## config.mk

```make
export PLATFORM = sky130hd
export DESIGN_NAME = decimal_lsd_radix_sort
export DESIGN_NICKNAME = d
export VERILOG_FILES = /design/src/sv/dlrs_pkg.sv /design/src/sv/dlrs_digit.sv /design/src/sv/decimal_lsd_radix_sort.sv
export SDC_FILE = /design/constraint.sdc
export NUM_CORES = 2
export LEC_CHECK = 0
export ABC_AREA = 1
export BUFFER_PORTS_ARGS = -buffer_cell sky130_fd_sc_hd__buf_2
export CAP_MARGIN = 20
export CORE_ASPECT_RATIO = 1.2
export CORE_MARGIN = 4
export CORE_UTILIZATION = 55
export CTS_CLUSTER_DIAMETER = 100
export DETAILED_ROUTE_END_ITERATION = 8
export HOLD_SLACK_MARGIN = 0.05
export PLACE_DENSITY = 0.73
export SLEW_MARGIN = 10
export SYNTH_ARGS = -nofsm -noshare
export SYNTH_HDL_FRONTEND = slang
export SYNTH_SLANG_ARGS = --single-unit
```

## constraint.sdc

```tcl
create_clock -name clk -period 11.8 [get_ports clk]
set_input_delay 1.77 -clock clk [delete_from_list [all_inputs] [get_ports clk]]
set_output_delay 1.77 -clock clk [all_outputs]
set_load 0.01 [all_outputs]
```

## src/sv/dlrs_pkg.sv

```systemverilog
// Shared constants and types for the decimal LSD radix sorter.
package dlrs_pkg;

	localparam int MAX_ITEMS   = 64;
	localparam int VW          = 10;
	localparam int AW          = $clog2(MAX_ITEMS);
	localparam int CW          = $clog2(MAX_ITEMS + 1);
	localparam int RADIX       = 10;
	localparam int DGW         = 4;
	localparam int PW          = 2;
	localparam int DIV10_MUL   = 205;
	localparam int DIV10_SHIFT = 11;
	localparam int PRODW       = VW + 8;

	typedef struct packed {
		logic [VW-1:0] key;
		logic [VW-1:0] val;
	} entry_t;

	typedef struct packed {
		logic [VW-1:0]  quot;
		logic [DGW-1:0] digit;
	} digit_t;

	typedef enum logic [5:0] {
		ST_IDLE     = 6'b000001,
		ST_COUNT    = 6'b000010,
		ST_PREFIX   = 6'b000100,
		ST_SCATTER  = 6'b001000,
		ST_OUT_RD   = 6'b010000,
		ST_OUT_SHOW = 6'b100000
	} state_t;

endpackage

```

## src/sv/dlrs_digit.sv

```systemverilog
// Divide-by-ten unit: splits a key into its low decimal digit and the remaining quotient.
module dlrs_digit (
	input  logic [dlrs_pkg::VW-1:0] key,
	output dlrs_pkg::digit_t        res
);

	logic [dlrs_pkg::PRODW-1:0] prod;
	logic [dlrs_pkg::VW-1:0]    quot;
	logic [dlrs_pkg::VW-1:0]    back;

	assign prod = dlrs_pkg::PRODW'(key) * dlrs_pkg::PRODW'(dlrs_pkg::DIV10_MUL);
	assign quot = dlrs_pkg::VW'(prod >> dlrs_pkg::DIV10_SHIFT);
	assign back = dlrs_pkg::VW'(quot * dlrs_pkg::VW'(dlrs_pkg::RADIX));

	assign res.quot  = quot;
	assign res.digit = dlrs_pkg::DGW'(key - back);

endmodule

```

## src/sv/decimal_lsd_radix_sort.sv

```systemverilog
// Top level of the decimal LSD radix sorter: load store, sequencer, bucket counters, output.
//
// Values are loaded one beat per cycle into a 64-entry store; extra values are dropped. The
// beat with last set closes the set and the block stops taking input until the whole sorted
// set has been delivered. Each digit pass counts buckets, forms the bucket offsets and then
// scatters the values into the other store, all through a single divide-by-ten unit and one
// read port per store. Output reads each value from the store, then shows it until it is
// taken. A pass count of zero written through cfg_data sorts one digit.
module decimal_lsd_radix_sort (
	input  logic                    clk,
	input  logic                    arst_n,
	input  logic                    cfg_we,
	input  logic [dlrs_pkg::PW-1:0] cfg_data,
	input  logic                    in_valid,
	output logic                    in_stall,
	input  logic [dlrs_pkg::VW-1:0] value,
	input  logic                    last,
	output logic                    out_valid,
	input  logic                    out_stall,
	output logic [dlrs_pkg::VW-1:0] sorted_value,
	output logic                    last_out
);

	dlrs_pkg::state_t state_q;
	logic [dlrs_pkg::PW-1:0]  passes_q;
	logic [dlrs_pkg::PW-1:0]  pass_q;
	logic [dlrs_pkg::PW-1:0]  passes_eff;
	logic [dlrs_pkg::CW-1:0]  loaded_q;
	logic [dlrs_pkg::CW-1:0]  i_q;
	logic [dlrs_pkg::DGW-1:0] bidx_q;
	logic [dlrs_pkg::CW-1:0]  sum_q;
	logic                     src_q;
	logic                     rv_s1;
	logic [dlrs_pkg::CW-1:0]  cnt_q [dlrs_pkg::RADIX];

	dlrs_pkg::entry_t mem_a [dlrs_pkg::MAX_ITEMS];
	dlrs_pkg::entry_t mem_b [dlrs_pkg::MAX_ITEMS];
	dlrs_pkg::entry_t rd_a_q;
	dlrs_pkg::entry_t rd_b_q;
	dlrs_pkg::entry_t rec;
	dlrs_pkg::entry_t wr_data;
	dlrs_pkg::digit_t dig;

	logic                    in_acc;
	logic                    has_room;
	logic                    i_done;
	logic                    last_pass;
	logic                    clr;
	logic                    bump;
	logic                    scat_wr;
	logic                    wr_a;
	logic                    wr_b;
	logic [dlrs_pkg::AW-1:0] wr_addr;
	logic [dlrs_pkg::AW-1:0] rd_addr;
	logic [dlrs_pkg::CW-1:0] cnt_dig;
	logic [dlrs_pkg::CW-1:0] cnt_bidx;
	logic                    out_last;

	assign in_stall   = (state_q != dlrs_pkg::ST_IDLE);
	assign in_acc     = in_valid && (state_q == dlrs_pkg::ST_IDLE);
	assign has_room   = (loaded_q < dlrs_pkg::CW'(dlrs_pkg::MAX_ITEMS));
	assign i_done     = (i_q == loaded_q);
	assign passes_eff = (passes_q == '0) ? dlrs_pkg::PW'(1) : passes_q;
	assign last_pass  = (pass_q == dlrs_pkg::PW'(passes_eff - 1'b1));
	assign out_last   = (i_q == dlrs_pkg::CW'(loaded_q - 1'b1));

	assign clr = (in_acc && last) ||
		((state_q == dlrs_pkg::ST_SCATTER) && i_done && !last_pass);

	assign rec = src_q ? rd_b_q : rd_a_q;

	dlrs_digit u_digit (
		.key (rec.key),
		.res (dig)
	);

	assign cnt_dig  = (dig.digit < dlrs_pkg::DGW'(dlrs_pkg::RADIX)) ? cnt_q[dig.digit] : '0;
	assign cnt_bidx = (bidx_q < dlrs_pkg::DGW'(dlrs_pkg::RADIX)) ? cnt_q[bidx_q] : '0;

	assign bump    = rv_s1 &&
		((state_q == dlrs_pkg::ST_COUNT) || (state_q == dlrs_pkg::ST_SCATTER));
	assign scat_wr = rv_s1 && (state_q == dlrs_pkg::ST_SCATTER);

	always_comb begin
		if (state_q == dlrs_pkg::ST_IDLE) begin
			wr_addr     = loaded_q[dlrs_pkg::AW-1:0];
			wr_data.key = value;
			wr_data.val = value;
		end else begin
			wr_addr     = cnt_dig[dlrs_pkg::AW-1:0];
			wr_data.key = dig.quot;
			wr_data.val = rec.val;
		end
	end

	assign wr_a    = (in_acc && has_room) || (scat_wr && src_q);
	assign wr_b    = scat_wr && !src_q;
	assign rd_addr = i_q[dlrs_pkg::AW-1:0];

	always_ff @(posedge clk) begin
		if (wr_a) begin
			mem_a[wr_addr] <= wr_data;
		end
		rd_a_q <= mem_a[rd_addr];
	end

	always_ff @(posedge clk) begin
		if (wr_b) begin
			mem_b[wr_addr] <= wr_data;
		end
		rd_b_q <= mem_b[rd_addr];
	end

	always_ff @(posedge clk or negedge arst_n) begin
		if (!arst_n) begin
			passes_q <= dlrs_pkg::PW'(3);
		end else if (cfg_we) begin
			passes_q <= cfg_data;
		end
	end

	always_ff @(posedge clk or negedge arst_n) begin
		if (!arst_n) begin
			for (int b = 0; b < dlrs_pkg::RADIX; b++) begin
				cnt_q[b] <= '0;
			end
		end else begin
			for (int b = 0; b < dlrs_pkg::RADIX; b++) begin
				if (clr) begin
					cnt_q[b] <= '0;
				end else if ((state_q == dlrs_pkg::ST_PREFIX) &&
						(bidx_q == dlrs_pkg::DGW'(b))) begin
					cnt_q[b] <= sum_q;
				end else if (bump && (dig.digit == dlrs_pkg::DGW'(b))) begin
					cnt_q[b] <= dlrs_pkg::CW'(cnt_q[b] + 1'b1);
				end
			end
		end
	end

	always_ff @(posedge clk or negedge arst_n) begin
		if (!arst_n) begin
			rv_s1 <= 1'b0;
		end else begin
			rv_s1 <= ((state_q == dlrs_pkg::ST_COUNT) || (state_q == dlrs_pkg::ST_SCATTER))
				&& !i_done;
		end
	end

	always_ff @(posedge clk or negedge arst_n) begin
		if (!arst_n) begin
			state_q  <= dlrs_pkg::ST_IDLE;
			loaded_q <= '0;
			i_q      <= '0;
			pass_q   <= '0;
			bidx_q   <= '0;
			sum_q    <= '0;
			src_q    <= 1'b0;
		end else begin
			case (state_q)
				dlrs_pkg::ST_IDLE: begin
					if (in_acc) begin
						if (has_room) begin
							loaded_q <= dlrs_pkg::CW'(loaded_q + 1'b1);
						end
						if (last) begin
							state_q <= dlrs_pkg::ST_COUNT;
							i_q     <= '0;
							pass_q  <= '0;
							src_q   <= 1'b0;
						end
					end
				end
				dlrs_pkg::ST_COUNT: begin
					if (!i_done) begin
						i_q <= dlrs_pkg::CW'(i_q + 1'b1);
					end else begin
						state_q <= dlrs_pkg::ST_PREFIX;
						bidx_q  <= '0;
						sum_q   <= '0;
					end
				end
				dlrs_pkg::ST_PREFIX: begin
					sum_q <= dlrs_pkg::CW'(sum_q + cnt_bidx);
					if (bidx_q == dlrs_pkg::DGW'(dlrs_pkg::RADIX - 1)) begin
						state_q <= dlrs_pkg::ST_SCATTER;
						i_q     <= '0;
					end else begin
						bidx_q <= dlrs_pkg::DGW'(bidx_q + 1'b1);
					end
				end
				dlrs_pkg::ST_SCATTER: begin
					if (!i_done) begin
						i_q <= dlrs_pkg::CW'(i_q + 1'b1);
					end else begin
						src_q <= !src_q;
						i_q   <= '0;
						if (last_pass) begin
							state_q <= dlrs_pkg::ST_OUT_RD;
						end else begin
							pass_q  <= dlrs_pkg::PW'(pass_q + 1'b1);
							state_q <= dlrs_pkg::ST_COUNT;
						end
					end
				end
				dlrs_pkg::ST_OUT_RD: begin
					state_q <= dlrs_pkg::ST_OUT_SHOW;
				end
				dlrs_pkg::ST_OUT_SHOW: begin
					if (!out_stall) begin
						if (out_last) begin
							state_q  <= dlrs_pkg::ST_IDLE;
							loaded_q <= '0;
							i_q      <= '0;
						end else begin
							i_q     <= dlrs_pkg::CW'(i_q + 1'b1);
							state_q <= dlrs_pkg::ST_OUT_RD;
						end
					end
				end
				default: begin
					state_q <= dlrs_pkg::ST_IDLE;
				end
			endcase
		end
	end

	assign out_valid    = (state_q == dlrs_pkg::ST_OUT_SHOW);
	assign sorted_value = rec.val;
	assign last_out     = out_last;

endmodule

```

# After elaboration in Yosys (flattened, before gate mapping)

Memory sizes are Yosys's and may differ from the RTL's. A register that Yosys moved wholly into a read port is not among the register bits.
Cells that the tools add are included.

Bits in registers: 107
Memory bits (writable): 2560
Bits of input ports: 18
Output and inout port bits: 13
Word-level logic and storage cells: 229
Memories kept: 2

Add/subtract/negate cells: 18
$mul: 2
Order comparisons: 5
Eq/ne operators: 39
Muxes and demuxes: 82
Bitwise operators: 2
Reductions and logical operators: 60

Memories:

| name  | depth | bits a word | rd ports | clocked after memory_dff | wr ports | RTL line                     | text |
|---|---|---|---|---|---|---|---|
| mem_a | 64    | 20          | 1        | 1                        | 1        | decimal_lsd_radix_sort.sv:36 | `dlrs_pkg::entry_t mem_a [dlrs_pkg::MAX_ITEMS];` |
| mem_b | 64    | 20          | 1        | 1                        | 1        | decimal_lsd_radix_sort.sv:37 | `dlrs_pkg::entry_t mem_b [dlrs_pkg::MAX_ITEMS];` |

Operators with widths:

| cell                    | number |
|---|---|
| $mux W7                 | 45 |
| $add A7 B1 Y7 const B   | 12 |
| $mux W6                 | 10 |
| $bmux W7 S4             | 2 |
| $mux W20                | 2 |
| $pmux W6 S6             | 1 |
| $pmux W7 S5             | 1 |
| $eq A4 B3 Y1 const B    | 8 |
| $logic_and A1 B1 Y1     | 30 |
| $reduce_bool A3 Y1      | 10 |
| $pmux W7 S2             | 2 |
| $mul A10 B8 Y18 const B | 1 |
| $ne A2 B2 Y1 const B    | 9 |
| $eq A4 B2 Y1 const B    | 4 |
| $eq A4 B4 Y1 const B    | 4 |
| $eq A7 B7 Y1            | 2 |
| $reduce_and A6 Y1       | 2 |
| $ge A5 B5 Y1 const B    | 2 |
| $mux W2                 | 5 |
| $mux W5                 | 2 |
| $not A4 Y5              | 2 |
| $reduce_and A5 Y1       | 2 |
| $eq A4 B1 Y1 const B    | 2 |
| $logic_not A4 Y1        | 2 |
| other kinds (31)        | 46 |

# Depth between registers and ports, before layout

Word-level depth: 10
Gate-level depth with buffers: 36
Mapped depth without buffers: 35

# By module

Synthesis repeated with hierarchy kept, for this count alone.

Cell total of the unflattened synthesis: 9408
Area, all modules: 111938.6 µm²

By module, submodules not included:

| module                 | instances | cells each | area an instance (µm²) | sequential area each (µm²) |
|---|---|---|---|---|
| decimal_lsd_radix_sort | 1         | 9172       | 110176.9               | 80080.6 |
| dlrs_digit             | 1         | 236        | 1761.7                 | 0.0 |

# Worst setup path before layout

No wires, ideal clock.

Path type: reg-to-reg
Start point: register src_q
End point: memory mem_a[0][12] in the netlist's numbering (data pin)
Library setup time: 1197 ps
Arrival time: 8924 ps
Data required time: 10603 ps
Slack: 1680 ps
Stages on the path, launching flop included: 19
Path buffers: 2
Clock period less this slack: 10120 ps
Cells stage by stage: dfrtp_1 -> clkbuf_1 -> clkbuf_1 -> o21ai_0 -> inv_1 -> ha_1 -> fa_1 -> fa_1 -> inv_1 -> fa_1 -> inv_1 -> ha_1 -> a21oi_1 -> o21ai_0 -> a21oi_1 -> nand2_1 -> nand2_1 -> nand2_2 -> o21ai_0

RTL lines:

| what                     | RTL line                      | text |
|---|---|---|
| start: declaration       | decimal_lsd_radix_sort.sv:32  | `logic src_q;` |
| start signal: assignment | decimal_lsd_radix_sort.sv:196 | `src_q <= !src_q;` |
| end: declaration         | decimal_lsd_radix_sort.sv:36  |  |

# Final worst setup path

Start point: register src_q
End point: memory mem_a[39][1] in the netlist's numbering (enable)

Longest elaborated chain between the ends: 10
Elaborated cells between the ends (all ways): 15
Those cells by class: add/sub: 1; mul: 2; order compare: 1; mux: 8; bitwise: 1; reduce/logical: 2

Ends and longest elaborated chain:

| what                                        | RTL line                     | text |
|---|---|---|
| $mux W20                                    | decimal_lsd_radix_sort.sv:70 | `assign rec = src_q ? rd_b_q : rd_a_q;` |
| $mul A10 B8 Y18                             | dlrs_digit.sv:11             | `assign prod = dlrs_pkg::PRODW'(key) * dlrs_pkg::PRODW'(dlrs_pkg::DIV10_MUL);` |
| $mul A7 B3 Y3                               | dlrs_digit.sv:13             | `assign back = dlrs_pkg::VW'(quot * dlrs_pkg::VW'(dlrs_pkg::RADIX));` |
| $sub A4 B4 Y4                               | dlrs_digit.sv:16             | `assign res.digit = dlrs_pkg::DGW'(key - back);` |
| $not A4 Y5 (implied by the code)            | decimal_lsd_radix_sort.sv:77 | `assign cnt_dig = (dig.digit < dlrs_pkg::DGW'(dlrs_pkg::RADIX)) ? cnt_q[dig.digit] : '0;` |
| $bmux W7 S4                                 | decimal_lsd_radix_sort.sv:77 |  |
| $mux W6 (implied by the code) (2 in series) | decimal_lsd_radix_sort.sv:77 |  |
| $mux W6                                     | decimal_lsd_radix_sort.sv:77 |  |
| $mux W6                                     | decimal_lsd_radix_sort.sv:85 | `if (state_q == dlrs_pkg::ST_IDLE) begin` |

Parallel ways exist; a longest one is shown, timed or not. The select of a mux whose other input is x is not followed.

==> results.yml <==
sta:
  finalClockSkew_ns: 0.0663
  rsz0062_at_grt: "false"
  timing.final.crit_period_ns: 9.56
  tns_ns: 0
  min_period_over_period: 0.810
  slew_violations: 0
  finalSetupViolations: 0
  hold_viol: 0
  max_slew.worst_pin.slew_ns: 1.16
  fmax_ghz: 0.105
  relSlewSlack: 0.222
clocking:
  cts_buffers: 240
  root_buffer: "clkbuf_16"
  ctsHoldBuffers: 0
  clockBufferDepth: 3
  cts_num_sinks: 2696
  htreeDepth: 4
  cts_setup_buffers: 0
  cts_tree: "done"
  clk_latency_ns: 0.91
  cts.clk_slew.worst_paths_ns: 0.07
  cts_resized: 0
synth:
  synth_edf_count: 2560
  syn-cell-area_sq_um: 110000
  ys_async_sr_fraction: 0.0356
  syn_nets: 9030
  yosys_register_bits: 2696
  synthCells: 8922
  avgSynthCellArea_sq_um: 12.3
  synth-main-ff-cell: "edfxtp_1"
  yosysUniqueCellTypes: 59
  yosys_warnings: 0
  ys_seq_area_frac: 0.727
placement:
  hpwl_um: 194000
  port_buffers: 30
  dpl_cell_area_sq_um: 113000
  place.gp.congestion: 0.977
die:
  io_pins: 31
  dieWidth_um: 416
  initial_core_util: 0.554
  core_area_sq_um: 199000
  die_h_um: 498
  die_area_sq_um: 207000
  rows: 179
routing:
  ant_nets: 0
  drt-pass1-iter-count: 9
  finalWirelength_um: 325000
  vias: 75189
  vias_per_cell: 6.46
  drc_errors: 0
  drt_iter0_drc: 10775
  post_drt_wl_per_cell_um: 27.9
grt:
  grtUsageMet2: 0.477
  grtUsageTotal: 0.306
  grt_pass1_vias: 70986
  grt_overflow_total: 0
  top_usage_layer: "met2"
  grt_max_degree: 208
  grt_pass1_wl_um: 472000
  antenna_found_initial: 14
  use_met1: 0.388
  use_met3: 0.0675
critical_path:
  cp_max_fo: 23
  critPathLaunchType: "flop"
  crit_buf_inv: 6
  crit_arrival_ns: 10.07
  required_ns: 12.31
  endpoint_kind: "flop"
  crit_type: "reg -> reg"
  slowest_delay_ns: 0.93
  slowest_stage: "nor2_2"
  crit_family: "simple AND/OR/NAND/NOR gates"
  cp_common_cell: "inv_1"
cells_and_area:
  fillers: 14545
  syn2layout_area_growth_pct: 11.1
  fin_nets: 8906
  final_design_area_no_fill_sq_um: 122000
  layout-drive-gt1-share: 0.0918
min_path:
  hold_class: "reg -> reg"
flow_run:
  maxCapViolCount: 0
status:
  status: "finished, final reports clean"
-- worst reg2reg max path: cells and delay by family (launching register included) --
kind	cells	cell delay [ns]
buffers and inverters	6	0.96
and+or+nand+nor	11	3.80
adders and majority gates	6	2.47
DFF	1	0.83
AOI/OAI and AO/OA	6	1.10
-- metal layers --
metal  wire length, um  share of wire  up-vias
li1                  -              -    32601
met1            112000           0.35    36644
met2            151000           0.46     4983
met3             35900           0.11      957
met4             25700          0.079        4
met5                26       0.000080        -
-- cell families after synthesis --
logic type	after synthesis	synth area share
compound gates	2806	0.140
flops	2696	0.727
simple gates	2448	0.0877
buf+inv	834	0.0297
fa+ha+maj	90	0.0115
xor+xnor	48	0.00382
-- stage by stage --
stage	util	hold WS, ns	setup slack (ns)	std cells
2_1_floorplan	-	0.452	1.68	8922
3_3_place_gp	0.568	0.468	2.38	11076
3_5_place_dp	0.570	0.484	2.40	11104
4_1_cts	0.610	0.501	2.35	11553
5_1_grt	0.616	0.535	1.88	11630
6_report	0.616	0.499	2.24	11638
-- worst paths after layout --
check                                         end  cells past startpoint                   from  slack [ns]
max                        mem_a[39][1]$_DFFE_PP_                     29      src_q$_DFFE_PN0P_        2.24
min                         pass_q[1]$_DFFE_PN0P_                      2  pass_q[1]$_DFFE_PN0P_        0.50
max reg2reg                mem_a[39][1]$_DFFE_PP_                     29      src_q$_DFFE_PN0P_        2.24
min reg2reg                 pass_q[1]$_DFFE_PN0P_                      2  pass_q[1]$_DFFE_PN0P_        0.50
max in group asynchronous   cnt_q[37]$_DFFE_PN0P_                      2                 arst_n        9.68
min in group asynchronous   pass_q[0]$_DFFE_PN0P_                      1                 arst_n        0.83
-- cell type report --
type                            instances  area (sq um)  share of cell area
Sequential cell                      2696         80100               0.655
Clock buffer                          303          6310              0.0516
Timing Repair Buffer                  250          2730              0.0223
Antenna cell                            9          22.5            0.000184
Multi-Input combinational cell       5392         27300               0.224
Clock inverter                        146          1690              0.0138
Tap cell                             2624          3280              0.0268
Inverter                              218           845             0.00690
-- layout by cell type, fill, tap and decap left out, types with 6 or more instances in the layout --
cell / instances
edfxtp_1: 2560
nor2_1: 1790
o21ai_0: 1781
o22ai_1: 802
nand2_1: 358
clkbuf_16: 242
inv_1: 201
nor2_2: 130
buf_4: 103
buf_8: 94
a21oi_1: 89
dfrtp_1: 87
ha_1: 71
nand3_1: 60
clkbuf_1: 58
clkinv_2: 47
clkinv_1: 46
o32ai_1: 43
dfxtp_1: 40
xor2_1: 36
buf_2: 31
bufinv_16: 30
nor3_1: 25
o211ai_1: 24
nand4_1: 22
nor2_4: 19
fa_1: 19
buf_12: 16
o21ai_4: 15
nand2_2: 14
xnor2_1: 12
o2111ai_1: 11
clkinvlp_4: 10
diode_2: 9
inv_2: 8
o21ai_1: 7
buf_6: 6
-- synth_stat cells, drive strengths merged, types with 12 or more instances --
master | n | share of area
nand3 | 66 | 0.0033
xor2 | 36 | 0.0029
dfxtp | 40 | 0.0073
nand4 | 23 | 0.0014
inv | 214 | 0.0073
edfxtp | 2560 | 0.70
o32ai | 44 | 0.0035
nor3 | 28 | 0.0014
buf | 117 | 0.0053
a21oi | 91 | 0.0043
dfrtp | 93 | 0.021
o21ai | 1805 | 0.082
ha | 71 | 0.0081
nand2 | 377 | 0.013
o22ai | 803 | 0.046
xnor2 | 12 | 0.00095
nor2 | 1939 | 0.067
o211ai | 24 | 0.0016
clkbuf | 499 | 0.017
fa | 19 | 0.0035
-- flip-flops by register name (all words and copies together), names as in the netlist, 4 cells and up --
register / flops
rd_b_q: 20
mem_a: 1280
i_q: 7
rd_a_q: 20
cnt_q: 60
mem_b: 1280
loaded_q: 7
state_q: 6
bidx_q: 4
sum_q: 6
Power is left out: the tool's default activity adds up to more than one toggle a clock period on the data nets, which glitch-free logic cannot reach.
